$ cat src/rtl/hdsp_pkg.sv
// ----------------------------------------------------------------------------
// hdsp_pkg
// Shared constants, month name table and scan summary type for the HTTP date
// string parser.
// ----------------------------------------------------------------------------
package hdsp_pkg;

  localparam int MAX_CHARS = 200;
  localparam int CNT_W     = $clog2(MAX_CHARS + 2);
  localparam int NUM_SLOTS = 5;
  localparam int SLOT_IDX_W = $clog2(NUM_SLOTS);
  localparam int FOUND_W   = $clog2(NUM_SLOTS + 1);
  localparam int NUM_W     = 16;
  localparam int YEAR_W    = 17;

  localparam logic [3:0] MONTH_NONE  = 4'd15;
  localparam logic [3:0] MONTH_COUNT = 4'd12;

  localparam logic [NUM_W-1:0]  NUM_MAX      = 16'hFFFF;
  localparam logic [NUM_W-1:0]  FULL_YEAR    = 16'd1000;
  localparam logic [NUM_W-1:0]  YEAR_PIVOT   = 16'd50;
  localparam logic [YEAR_W-1:0] YEAR_BASE    = 17'd1900;
  localparam logic [YEAR_W-1:0] CENTURY      = 17'd100;

  localparam logic [7:0] MONTH_NAMES [36] = '{
    "j", "a", "n",  "f", "e", "b",  "m", "a", "r",  "a", "p", "r",
    "m", "a", "y",  "j", "u", "n",  "j", "u", "l",  "a", "u", "g",
    "s", "e", "p",  "o", "c", "t",  "n", "o", "v",  "d", "e", "c"
  };

  typedef struct packed {
    logic                        ok;
    logic [3:0]                  month;
    logic [NUM_SLOTS-1:0][NUM_W-1:0] slots;
  } scan_t;

endpackage

$ cat src/rtl/http_date_string_parser_top.sv
// ----------------------------------------------------------------------------
// http_date_string_parser_top
// Parses an RFC 822 / RFC 850 / asctime style date string, one character per
// transfer, and returns the broken-down date after the last character.
//
//   channel | direction | handshake          | payload
//   in      | input     | in_valid, in_stall | char_code, last_char
//   out     | output    | out_valid, out_stall | valid_res, year, month,
//           |           |                    | day_of_month, hour, minute, second
//
// One character per cycle while in_stall is low; the tokenizer state
// updates in the cycle of the transfer and the result register loads on
// the last character; the result appears in the cycle after it is taken.
// in_stall is high only while a result is held and out_stall is high.
// Synchronous reset clears the tokenizer state and the result valid.
// ----------------------------------------------------------------------------
module http_date_string_parser_top
  import hdsp_pkg::*;
(
  input  logic                     clk,
  input  logic                     rst,
  input  logic                     in_valid,
  output logic                     in_stall,
  input  logic [7:0]               char_code,
  input  logic                     last_char,
  output logic                     out_valid,
  input  logic                     out_stall,
  output logic                     valid_res,
  output logic signed [YEAR_W-1:0] year,
  output logic [3:0]               month,
  output logic [NUM_W-1:0]         day_of_month,
  output logic [NUM_W-1:0]         hour,
  output logic [NUM_W-1:0]         minute,
  output logic [NUM_W-1:0]         second
);

  logic             accept;
  scan_t            summary;
  logic [NUM_W-1:0] n1, n2, n3, n4;
  logic [YEAR_W-1:0] year_calc;
  logic [NUM_W-1:0] hour_calc, minute_calc, second_calc;

  assign in_stall = out_valid && out_stall;
  assign accept   = in_valid && !in_stall;

  hdsp_scan u_scan (
    .clk       (clk),
    .rst       (rst),
    .accept    (accept),
    .char_code (char_code),
    .last_char (last_char),
    .summary   (summary)
  );

  always_comb begin
    n1 = summary.slots[1];
    n2 = summary.slots[2];
    n3 = summary.slots[3];
    n4 = summary.slots[4];
    if (n4 >= FULL_YEAR) begin
      year_calc   = {1'b0, n4} - YEAR_BASE;
      hour_calc   = n1;
      minute_calc = n2;
      second_calc = n3;
    end else begin
      hour_calc   = n2;
      minute_calc = n3;
      second_calc = n4;
      priority if (n1 <= YEAR_PIVOT) begin
        year_calc = {1'b0, n1} + CENTURY;
      end else if (n1 < FULL_YEAR) begin
        year_calc = {1'b0, n1};
      end else begin
        year_calc = {1'b0, n1} - YEAR_BASE;
      end
    end
  end

  always_ff @(posedge clk) begin
    if (rst) begin
      out_valid <= 1'b0;
    end else if (accept && last_char) begin
      out_valid <= 1'b1;
    end else if (!out_stall) begin
      out_valid <= 1'b0;
    end
  end

  always_ff @(posedge clk) begin
    if (accept && last_char) begin
      valid_res <= summary.ok;
      if (summary.ok) begin
        year         <= $signed(year_calc);
        month        <= summary.month;
        day_of_month <= summary.slots[0];
        hour         <= hour_calc;
        minute       <= minute_calc;
        second       <= second_calc;
      end else begin
        year         <= '0;
        month        <= '0;
        day_of_month <= '0;
        hour         <= '0;
        minute       <= '0;
        second       <= '0;
      end
    end
  end

endmodule

$ cat src/rtl/hdsp_scan.sv
// ----------------------------------------------------------------------------
// hdsp_scan
// Per-character tokenizer: month token match, number accumulate and slot fill.
// Presents the end-of-string summary for the character being accepted.
// ----------------------------------------------------------------------------
module hdsp_scan
  import hdsp_pkg::*;
(
  input  logic       clk,
  input  logic       rst,
  input  logic       accept,
  input  logic [7:0] char_code,
  input  logic       last_char,
  output scan_t      summary
);

  typedef enum logic [1:0] {
    PH_LEAD,
    PH_SIGN,
    PH_DIGITS,
    PH_DONE
  } phase_t;

  function automatic logic [3:0] month_hit(input logic [2:0][7:0] pre,
                                           input logic [2:0] len);
    logic [3:0] hit;
    logic       same;
    hit = MONTH_NONE;
    for (int m = 11; m >= 0; m--) begin
      for (int off = 0; off < 3; off++) begin
        if (off + int'(len) <= 3) begin
          same = 1'b1;
          for (int k = 0; k < 3; k++) begin
            if (k < int'(len)) begin
              if (MONTH_NAMES[m*3 + off + k] != pre[k]) begin
                same = 1'b0;
              end
            end
          end
          if (same) begin
            hit = 4'(m);
          end
        end
      end
    end
    return hit;
  endfunction

  logic [CNT_W-1:0]                count, count_next;
  logic [2:0][7:0]                 pre, pre_next;
  logic [2:0]                      len, len_next;
  phase_t                          phase, phase_next;
  logic [NUM_W-1:0]                value, value_next;
  logic [3:0]                      month, month_next;
  logic [NUM_SLOTS-1:0][NUM_W-1:0] slots, slots_next;
  logic [FOUND_W-1:0]              found, found_next;

  logic [7:0]       c;
  logic             sep, digit, ws, close;
  logic [3:0]       dval;
  logic [19:0]      mac;
  logic [2:0][7:0]  a_pre;
  logic [2:0]       a_len;
  phase_t           a_phase;
  logic [NUM_W-1:0] a_value;
  logic             a_store, b_store;
  logic [3:0]       hit;

  always_comb begin
    c = char_code;
    if (char_code >= "A" && char_code <= "Z") begin
      c = char_code + 8'd32;
    end
    sep   = (c == " ") || (c == "-") || (c == ":") || (c == ",");
    digit = (c >= "0") && (c <= "9");
    ws    = (c >= 8'd9) && (c <= 8'd13);
    dval  = 4'(c - "0");
    mac   = ({4'b0, value} << 3) + ({4'b0, value} << 1) + {16'b0, dval};

    a_pre   = pre;
    a_len   = len;
    a_phase = phase;
    a_value = value;
    a_store = 1'b0;
    if (!sep) begin
      if (len < 3'd3) begin
        a_pre[len[1:0]] = c;
      end
      if (len < 3'd4) begin
        a_len = len + 3'd1;
      end
      unique case (phase)
        PH_LEAD: begin
          if (!ws) begin
            if (c == "+") begin
              a_phase = PH_SIGN;
            end else if (digit) begin
              a_value = {12'b0, dval};
              a_phase = PH_DIGITS;
            end else begin
              a_phase = PH_DONE;
            end
          end
        end
        PH_SIGN: begin
          if (digit) begin
            a_value = {12'b0, dval};
            a_phase = PH_DIGITS;
          end else begin
            a_phase = PH_DONE;
          end
        end
        PH_DIGITS: begin
          if (digit) begin
            a_value = (mac > {4'b0, NUM_MAX}) ? NUM_MAX : mac[NUM_W-1:0];
          end else begin
            a_store = 1'b1;
            a_phase = PH_DONE;
          end
        end
        PH_DONE: begin
        end
        default: begin
        end
      endcase
    end

    close      = sep || last_char;
    hit        = month_hit(a_pre, a_len);
    b_store    = a_store;
    month_next = month;
    if (close && a_len != 3'd0) begin
      if (a_len <= 3'd3 && hit != MONTH_NONE) begin
        month_next = hit;
      end else if (a_phase == PH_DIGITS) begin
        b_store = 1'b1;
      end
    end

    slots_next = slots;
    found_next = found;
    if (b_store && found < FOUND_W'(NUM_SLOTS)) begin
      slots_next[found[SLOT_IDX_W-1:0]] = a_value;
      found_next = found + 1'b1;
    end

    if (close) begin
      pre_next   = '0;
      len_next   = '0;
      phase_next = PH_LEAD;
      value_next = '0;
    end else begin
      pre_next   = a_pre;
      len_next   = a_len;
      phase_next = a_phase;
      value_next = a_value;
    end

    count_next = (count <= CNT_W'(MAX_CHARS)) ? count + 1'b1 : count;

    summary.ok    = (count_next <= CNT_W'(MAX_CHARS)) && (month_next < MONTH_COUNT) &&
                    (found_next >= FOUND_W'(NUM_SLOTS));
    summary.month = month_next;
    summary.slots = slots_next;
  end

  always_ff @(posedge clk) begin
    if (rst || (accept && last_char)) begin
      count <= '0;
      pre   <= '0;
      len   <= '0;
      phase <= PH_LEAD;
      value <= '0;
      month <= MONTH_NONE;
      found <= '0;
    end else if (accept) begin
      count <= count_next;
      pre   <= pre_next;
      len   <= len_next;
      phase <= phase_next;
      value <= value_next;
      month <= month_next;
      found <= found_next;
    end
  end

  always_ff @(posedge clk) begin
    if (accept) begin
      slots <= slots_next;
    end
  end

endmodule
$ cat config.mk
export PLATFORM = sky130hd
export DESIGN_NAME = http_date_string_parser_top
export DESIGN_NICKNAME = d
export VERILOG_FILES = /design/src/rtl/hdsp_pkg.sv /design/src/rtl/http_date_string_parser_top.sv /design/src/rtl/hdsp_scan.sv
export SDC_FILE = /design/constraint.sdc
export NUM_CORES = 1
export LEC_CHECK = 0
export BUFFER_PORTS_ARGS = -buffer_cell sky130_fd_sc_hd__buf_4
export CELL_PAD_IN_SITES_DETAIL_PLACEMENT = 2
export CELL_PAD_IN_SITES_GLOBAL_PLACEMENT = 2
export CORE_UTILIZATION = 43
export CTS_BUF_LIST = sky130_fd_sc_hd__clkbuf_4 sky130_fd_sc_hd__clkbuf_8
export DETAILED_ROUTE_END_ITERATION = 7
export PLACE_DENSITY = 0.94
export SYNTH_ARGS = -nofsm -noshare
export SYNTH_HDL_FRONTEND = slang
export SYNTH_SLANG_ARGS = --single-unit
$ cat constraint.sdc
create_clock -name clk -period 15.4 [get_ports clk]
set_clock_uncertainty 0.1 [all_clocks]
set_input_delay 2.31 -clock clk [delete_from_list [all_inputs] [get_ports clk]]
set_output_delay 2.31 -clock clk [all_outputs]
set_load 0.02 [all_outputs]
# --- Word level (Yosys, flattened, before mapping) ---
# Index checks and enable logic that the tools add are counted.
word_totals:
  rom_bits: 0
  mem_count: 0
  in_bits: 13
  ramBits: 0
  regBits: 227
  latchBits: 0
classes:
  shifts: 0
  mul: 0
  bitwise_logic: 0
  order_cmp: 28
  div_mod_pow: 0
  add_sub_neg: 12
  mux: 333
  reduce_logical: 21
  n_eq_ne: 69
op_table:
  columns: ["op", "count"]
  rows:
  - ["$ne A7 B8 Y1 const A", 57]
  - ["$mux W4", 73]
  - ["$mux W1", 223]
  - ["$mux W16", 11]
  - ["$bwmux W80", 1]
  - ["$mux W80", 1]
  - ["$mux W24", 3]
  - ["$le A32 B3 Y1 const B", 2]
  - ["$mux W17", 3]
  - ["$demux W16 S3", 1]
  - ["$pmux W16 S3", 1]
  - ["$eq A8 B6 Y1 const B", 5]
  - ["$sub A16 B11 Y17 const B", 2]
  - ["$bwmux W24", 1]
  - ["$mux W8", 3]
  - ["$add A19 B17 Y20", 1]
  - ["$add A20 B4 Y20", 1]
  - ["$gt A20 B16 Y1 const B", 1]
  - ["$add A16 B7 Y17 const B", 1]
  - ["$demux W8 S2", 1]
  - ["$ge A16 B10 Y1 const B", 1]
  - ["$le A16 B6 Y1 const B", 1]
  - ["$le A8 B8 Y1 const B", 2]
  - ["$lt A16 B10 Y1 const B", 1]
  - ["36 further kinds", 66]

# --- Depth between registers and ports, before layout ---
logic_depth:
  word_depth: 98
  mapped_depth: 30
  ltp_nobuf: 24

# --- By module ---
# Synthesis repeated with hierarchy kept, for this count alone.
hier_totals:
  cells_unflattened: 1490
  hier_area_um2: 14293.7
by_module_without_submodules:
  columns: ["module", "cells_per_inst", "instances", "area_per_inst_um2", "seq_area_each_um2"]
  rows:
  - ["hdsp_scan", 1069, 1, 9798.1, 3603.5]
  - ["http_date_string_parser_top", 421, 1, 4495.6, 2602.5]

# --- Worst setup path after synthesis ---
# Ideal clock, no wire load.
synth_path:
  kind: "input-to-reg"
  startpoint: "in char_code[4]"
  endpoint: "reg hour[0] (data pin)"
  arrival_time_ns: 7.786
  path_buffers: 6
  setup_slack_ns: 7.257
  stages: 26
  setup_time_ns: 0.257
  required_ns: 15.043
  path_cell_list: "buf_2 -> nand2_1 -> o31a_1 -> or3_4 -> a211o_2 -> o21ai_4 -> mux2_2 -> o221ai_1 -> o211ai_1 -> nor4_4 -> nand4_4 -> o31ai_4 -> buf_6 -> buf_4 -> buf_2 -> nor2_1 -> a21oi_1 -> ha_1 -> inv_1 -> o31a_1 -> o31ai_1 -> mux2_4 -> buf_4 -> buf_2 -> mux2i_1 -> nor2_1"
synth_rtl:
  columns: ["item", "line", "text"]
  rows:
  - ["start, declared", "http_date_string_parser_top.sv:24", "input logic [7:0] char_code,"]
  - ["end signal, assigned", "http_date_string_parser_top.sv:96", "hour <= hour_calc;"]
  - ["end, declared", "http_date_string_parser_top.sv:32", "output logic [NUM_W-1:0] hour,"]

# --- Worst setup path in the final report ---
layout_path:
  startpoint: "in char_code[2]"
  endpoint: "reg minute[3] (data pin)"
layout_between:
  elab_chain_cells: 96
layout_lines:
  columns: ["item", "line", "text"]
  rows:
  - ["$ge A8 B7 Y1 or $le A8 B7 Y1 (tied branches)", "hdsp_scan.sv:71", "if (char_code >= \"A\" && char_code <= \"Z\") begin"]
  - ["$logic_and A1 B1 Y1", "hdsp_scan.sv:71", null]
  - ["$mux W8 *", "hdsp_scan.sv:71", null]
  - ["$eq A8 B6 Y1", "hdsp_scan.sv:74", "sep = (c == \" \") || (c == \"-\") || (c == \":\") || (c == \",\");"]
  - ["$logic_or A1 B1 Y1 (3 in series)", "hdsp_scan.sv:74", null]
  - ["$mux W24", "hdsp_scan.sv:85", "if (!sep) begin"]
  - ["$ne A7 B8 Y1", "hdsp_scan.sv:35", "if (MONTH_NAMES[m*3 + off + k] != pre[k]) begin"]
  - ["$mux W1", "hdsp_scan.sv:35", null]
  - ["[78 not listed]", null, null]
  - ["$ne A4 B4 Y1", "hdsp_scan.sv:133", "if (a_len <= 3'd3 && hit != MONTH_NONE) begin"]
  - ["$logic_and A1 B1 Y1", "hdsp_scan.sv:133", null]
  - ["$mux W1", "hdsp_scan.sv:133", null]
  - ["$mux W1", "hdsp_scan.sv:132", "if (close && a_len != 3'd0) begin"]
  - ["$logic_and A1 B1 Y1", "hdsp_scan.sv:142", "if (b_store && found < FOUND_W'(NUM_SLOTS)) begin"]
  - ["$mux W80 or $mux W3 (tied branches)", "hdsp_scan.sv:142", null]
  - ["$ge A16 B10 Y1 or $ge A3 B3 Y1 (tied branches)", "http_date_string_parser_top.sv:60, hdsp_scan.sv:162", null]
  - ["$mux W16 or $logic_and A1 B1 Y1 (tied branches)", "http_date_string_parser_top.sv:60, hdsp_scan.sv:161", null]
  - ["end signal, assigned", "http_date_string_parser_top.sv:97", "minute <= minute_calc;"]
  - ["end, declared", "http_date_string_parser_top.sv:33", "output logic [NUM_W-1:0] minute,"]
# Every way passes the cells marked *; elsewhere a longest branch is shown, timed or not. The select of a mux whose other input is x is not followed.
# A chain may end at the register's enable or synchronous reset.

==> reports/metrics.cfg <==
[clock_tree]
cts_setup_buffers = 0
clockBufferDepth = 3
cts_buffers = 42
clock-sinks = 227
clk_latency_ps = 640
root_buffer = clkbuf_8
cts_hold_buf = 0
cts_tree = done
clk_pin_slew_ps = 70
cts_resized = 0
cts_max_level = 2

[routing]
wire_per_inst_um = 35.2
drt_iter0_drc = 1768
wl_mm = 78.3
drt_first_pass_iters = 7
num_vias = 16000
ant_nets = 0
route.detailed.drc = 0
viasPerCell = 7.17

[power_and_ir_drop]
p_leak_nw = 6.31
p_int_w = 0.00110
p_sw_frac = 0.329
power_frac_comb = 0.152
p_sw_w = 0.000537
cellPowerDensity_nw_per_um2 = 96.1
clkPwrFrac = 0.412
peakVddDrop_v = 0.0000529
seqPwrFrac = 0.435

[timing]
slew_violations = 0
hold_viol = 0
fin_crit_sh = 0.719
fin_crit_ps = 11080
fmax_mhz = 90.3
setup-violations-final = 0
worst_pin_slew_ps = 1340
tns_ps = 0
relSlewSlack = 0.106
rsz0062_at_grt = false

[worst_hold_path]
min_path_type = reg2reg

[die]
dieArea_sq_um = 35800
std_cell_rows = 68
die_width_um = 189
dieHeight_um = 189
start_util = 0.437
boundaryPins = 101
core_area_sq_um = 34500

[global_route]
grt_max_degree = 80
grt_pass1_vias = 17100
grt_overflow = 0
antenna_found_initial = 6
track_usage = 0.432
grt_pass1_wl_mm = 115

[final_layout]
layout-drive-gt1-share = 0.162
area_delta_synth_final_pct = 12.9
final_cells = 2225
nNetsFinal = 1795
fill_cells = 3623

[placement]
io_buffers = 100
placed_cells = 2145
gp_congestion = 0.974
hpwl_mm = 49.0

[setup_path]
worstSetupPathType = in2reg
startpoint = char_code[2]
worstPathRequired_ps = 15600
cp-start-kind = primary input
crit_path_end_kind = register
rr_startpoint = u_scan.len[0]$_SDFFE_PP0P_
endpoint = minute[3]$_SDFFCE_PN0P_
ff2ff_path_depth = 20
r2r_end = minute[3]$_SDFFCE_PN0P_
worst-path-max-fanout = 62
rrSetupSlack_ps = 6360
worstPathArrival_ps = 11280

[logic_synthesis]
ys_seq_elements = 227
synth_commonest_cells = nor2_1, nand2_1, edfxtp_1, a21oi_1, o21ai_0
netlist-cell-type-count = 100
avgSynthCellArea_sq_um = 9.04
synth_edf_count = 166
yosys-top-cells-area = edfxtp_1, dfxtp_1, nor2_1
async_flop_share = 0
ys_warn_count = 0
synth.net_count = 1727
ys_seq_area_frac = 0.412
yosysMostFrequentCell = nor2_1
yosysTopAreaCell = edfxtp_1
synthCells = 1666
yosysTopAreaCellShare = 0.331
netlist_area_sq_um = 15100
synthFlopType = edfxtp_1

[run_status]
status = finished clean

[job]
maxCapViolations = 0

-- metal layers --
layer / track usage / up-vias / wire length (um)
li1: - / 6335 / -
met1: 0.484 / 7940 / 27800
met2: 0.708 / 1189 / 36800
met3: 0.110 / 485 / 6990
met4: 0.325 / 10 / 6660
met5: 0 / - / 64
-- cell families after synthesis --
family | after synthesis | synth area share
flip-flops | 227 | 0.412
buffers and inverters | 151 | 0.0438
multiplexers | 97 | 0.0695
AO/OA/AOI/OAI | 449 | 0.204
adder cells (fa/ha/maj) | 48 | 0.0409
AND/OR/NAND/NOR | 660 | 0.210
XOR/XNOR | 34 | 0.0198
-- per-stage QoR --
| stage | utilization | total power, W | instance area (sq um) | hold WS, ps | setup slack [ps] |
|---|---|---|---|---|---|
| floorplan | - | 0.000854 | 15100 | 353 | 7260 |
| finish | 0.493 | 0.00163 | 17000 | 421 | 4320 |
| global placement | 0.468 | 0.000919 | 16100 | 368 | 5710 |
| detailed placement | 0.468 | 0.000942 | 16100 | 386 | 4690 |
| CTS | 0.493 | 0.00161 | 17000 | 427 | 4980 |
| global route | 0.493 | 0.00166 | 17000 | 451 | 4210 |
-- sequential cells by signal, summed over array words and instances (netlist names) --
| register | cells |
|---|---|
| year | 17 |
| u_scan.count | 8 |
| u_scan.value | 16 |
| valid_res | 1 |
| u_scan.found | 3 |
| hour | 16 |
| u_scan.len | 3 |
| out_valid | 1 |
| second | 16 |
| u_scan.month | 4 |
| u_scan.slots | 80 |
| day_of_month | 16 |
| u_scan.pre | 24 |
| minute | 16 |
| u_scan.phase | 2 |
| month | 4 |
-- final cells by class --
type | count | area [sq um] | share of cell area
Multi-Input combinational cell | 1288 | 8220 | 0.483
Sequential cell | 227 | 6210 | 0.365
Timing Repair Buffer | 125 | 938 | 0.0552
Clock buffer | 54 | 668 | 0.0393
Tap cell | 455 | 569 | 0.0335
Clock inverter | 24 | 203 | 0.0119
Inverter | 50 | 190 | 0.0112
Antenna cell | 2 | 5.00 | 0.000294
-- worst max-delay path, stage by stage --
cell      delay, ps
buf_4           200
nor4_2          700
nand2b_1        260
a31oi_4         380
a211oi_4        190
a21oi_2         890
nor2_1          160
a311oi_1        570
o31ai_1         300
nor4_4          510
nand4_4         290
o31ai_4         330
buf_4           500
mux2i_1         480
ha_1            220
inv_1            60
o31a_1          300
o31ai_1         540
mux2_4          810
nand2_1         220
o21ai_0         140
o21ai_1         100
a311oi_1        760
-- layout by cell type, fill, tap and decap left out, types with 13 or more instances in the layout --
cell type and n:
nand3_1 44, mux2_2 48, ha_1 46, inv_1 46, a31oi_1 15, nor4_1 17, a21oi_1 88, o21ai_0 75
nand2_1 172, nor2b_1 38, o31ai_1 13, o211ai_1 32, nor2_1 223, a22oi_1 45, dfxtp_1 61, clkinv_1 13
mux2i_1 45, nand2b_1 17, nor3_1 55, edfxtp_1 166, nand4_1 14, buf_4 125, a311oi_1 19, clkbuf_8 42
a211oi_1 20, o21ai_1 28, xnor2_1 26
-- how the worst min path moves through the flow --
stage,slack (ps),from,cells past startpoint,endpoint
2_1_floorplan,350,u_scan.month[1]$_SDFFE_PP1P_,2,u_scan.month[1]$_SDFFE_PP1P_
3_3_place_gp,370,u_scan.month[1]$_SDFFE_PP1P_,2,u_scan.month[1]$_SDFFE_PP1P_
3_5_place_dp,390,u_scan.month[1]$_SDFFE_PP1P_,2,u_scan.month[1]$_SDFFE_PP1P_
5_1_grt,450,u_scan.month[1]$_SDFFE_PP1P_,2,u_scan.month[1]$_SDFFE_PP1P_
6_report,420,out_valid$_SDFFE_PP0P_,2,out_valid$_SDFFE_PP0P_
4_1_cts,430,out_valid$_SDFFE_PP0P_,2,out_valid$_SDFFE_PP0P_
-- power by group through the flow --
| stage | Clock, W | Combinational [W] | Sequential [W] |
|---|---|---|---|
| 4_1_cts | 0.000666 | 0.000238 | 0.000709 |
| 5_1_grt | 0.000691 | 0.000253 | 0.000711 |
| 2_1_floorplan | 0 | 0.000134 | 0.000720 |
| 3_5_place_dp | 0 | 0.000223 | 0.000719 |
| 6_report | 0.000673 | 0.000249 | 0.000711 |
| 3_3_place_gp | 0 | 0.000205 | 0.000714 |
Note: power is estimated with default switching activity, not from simulation.
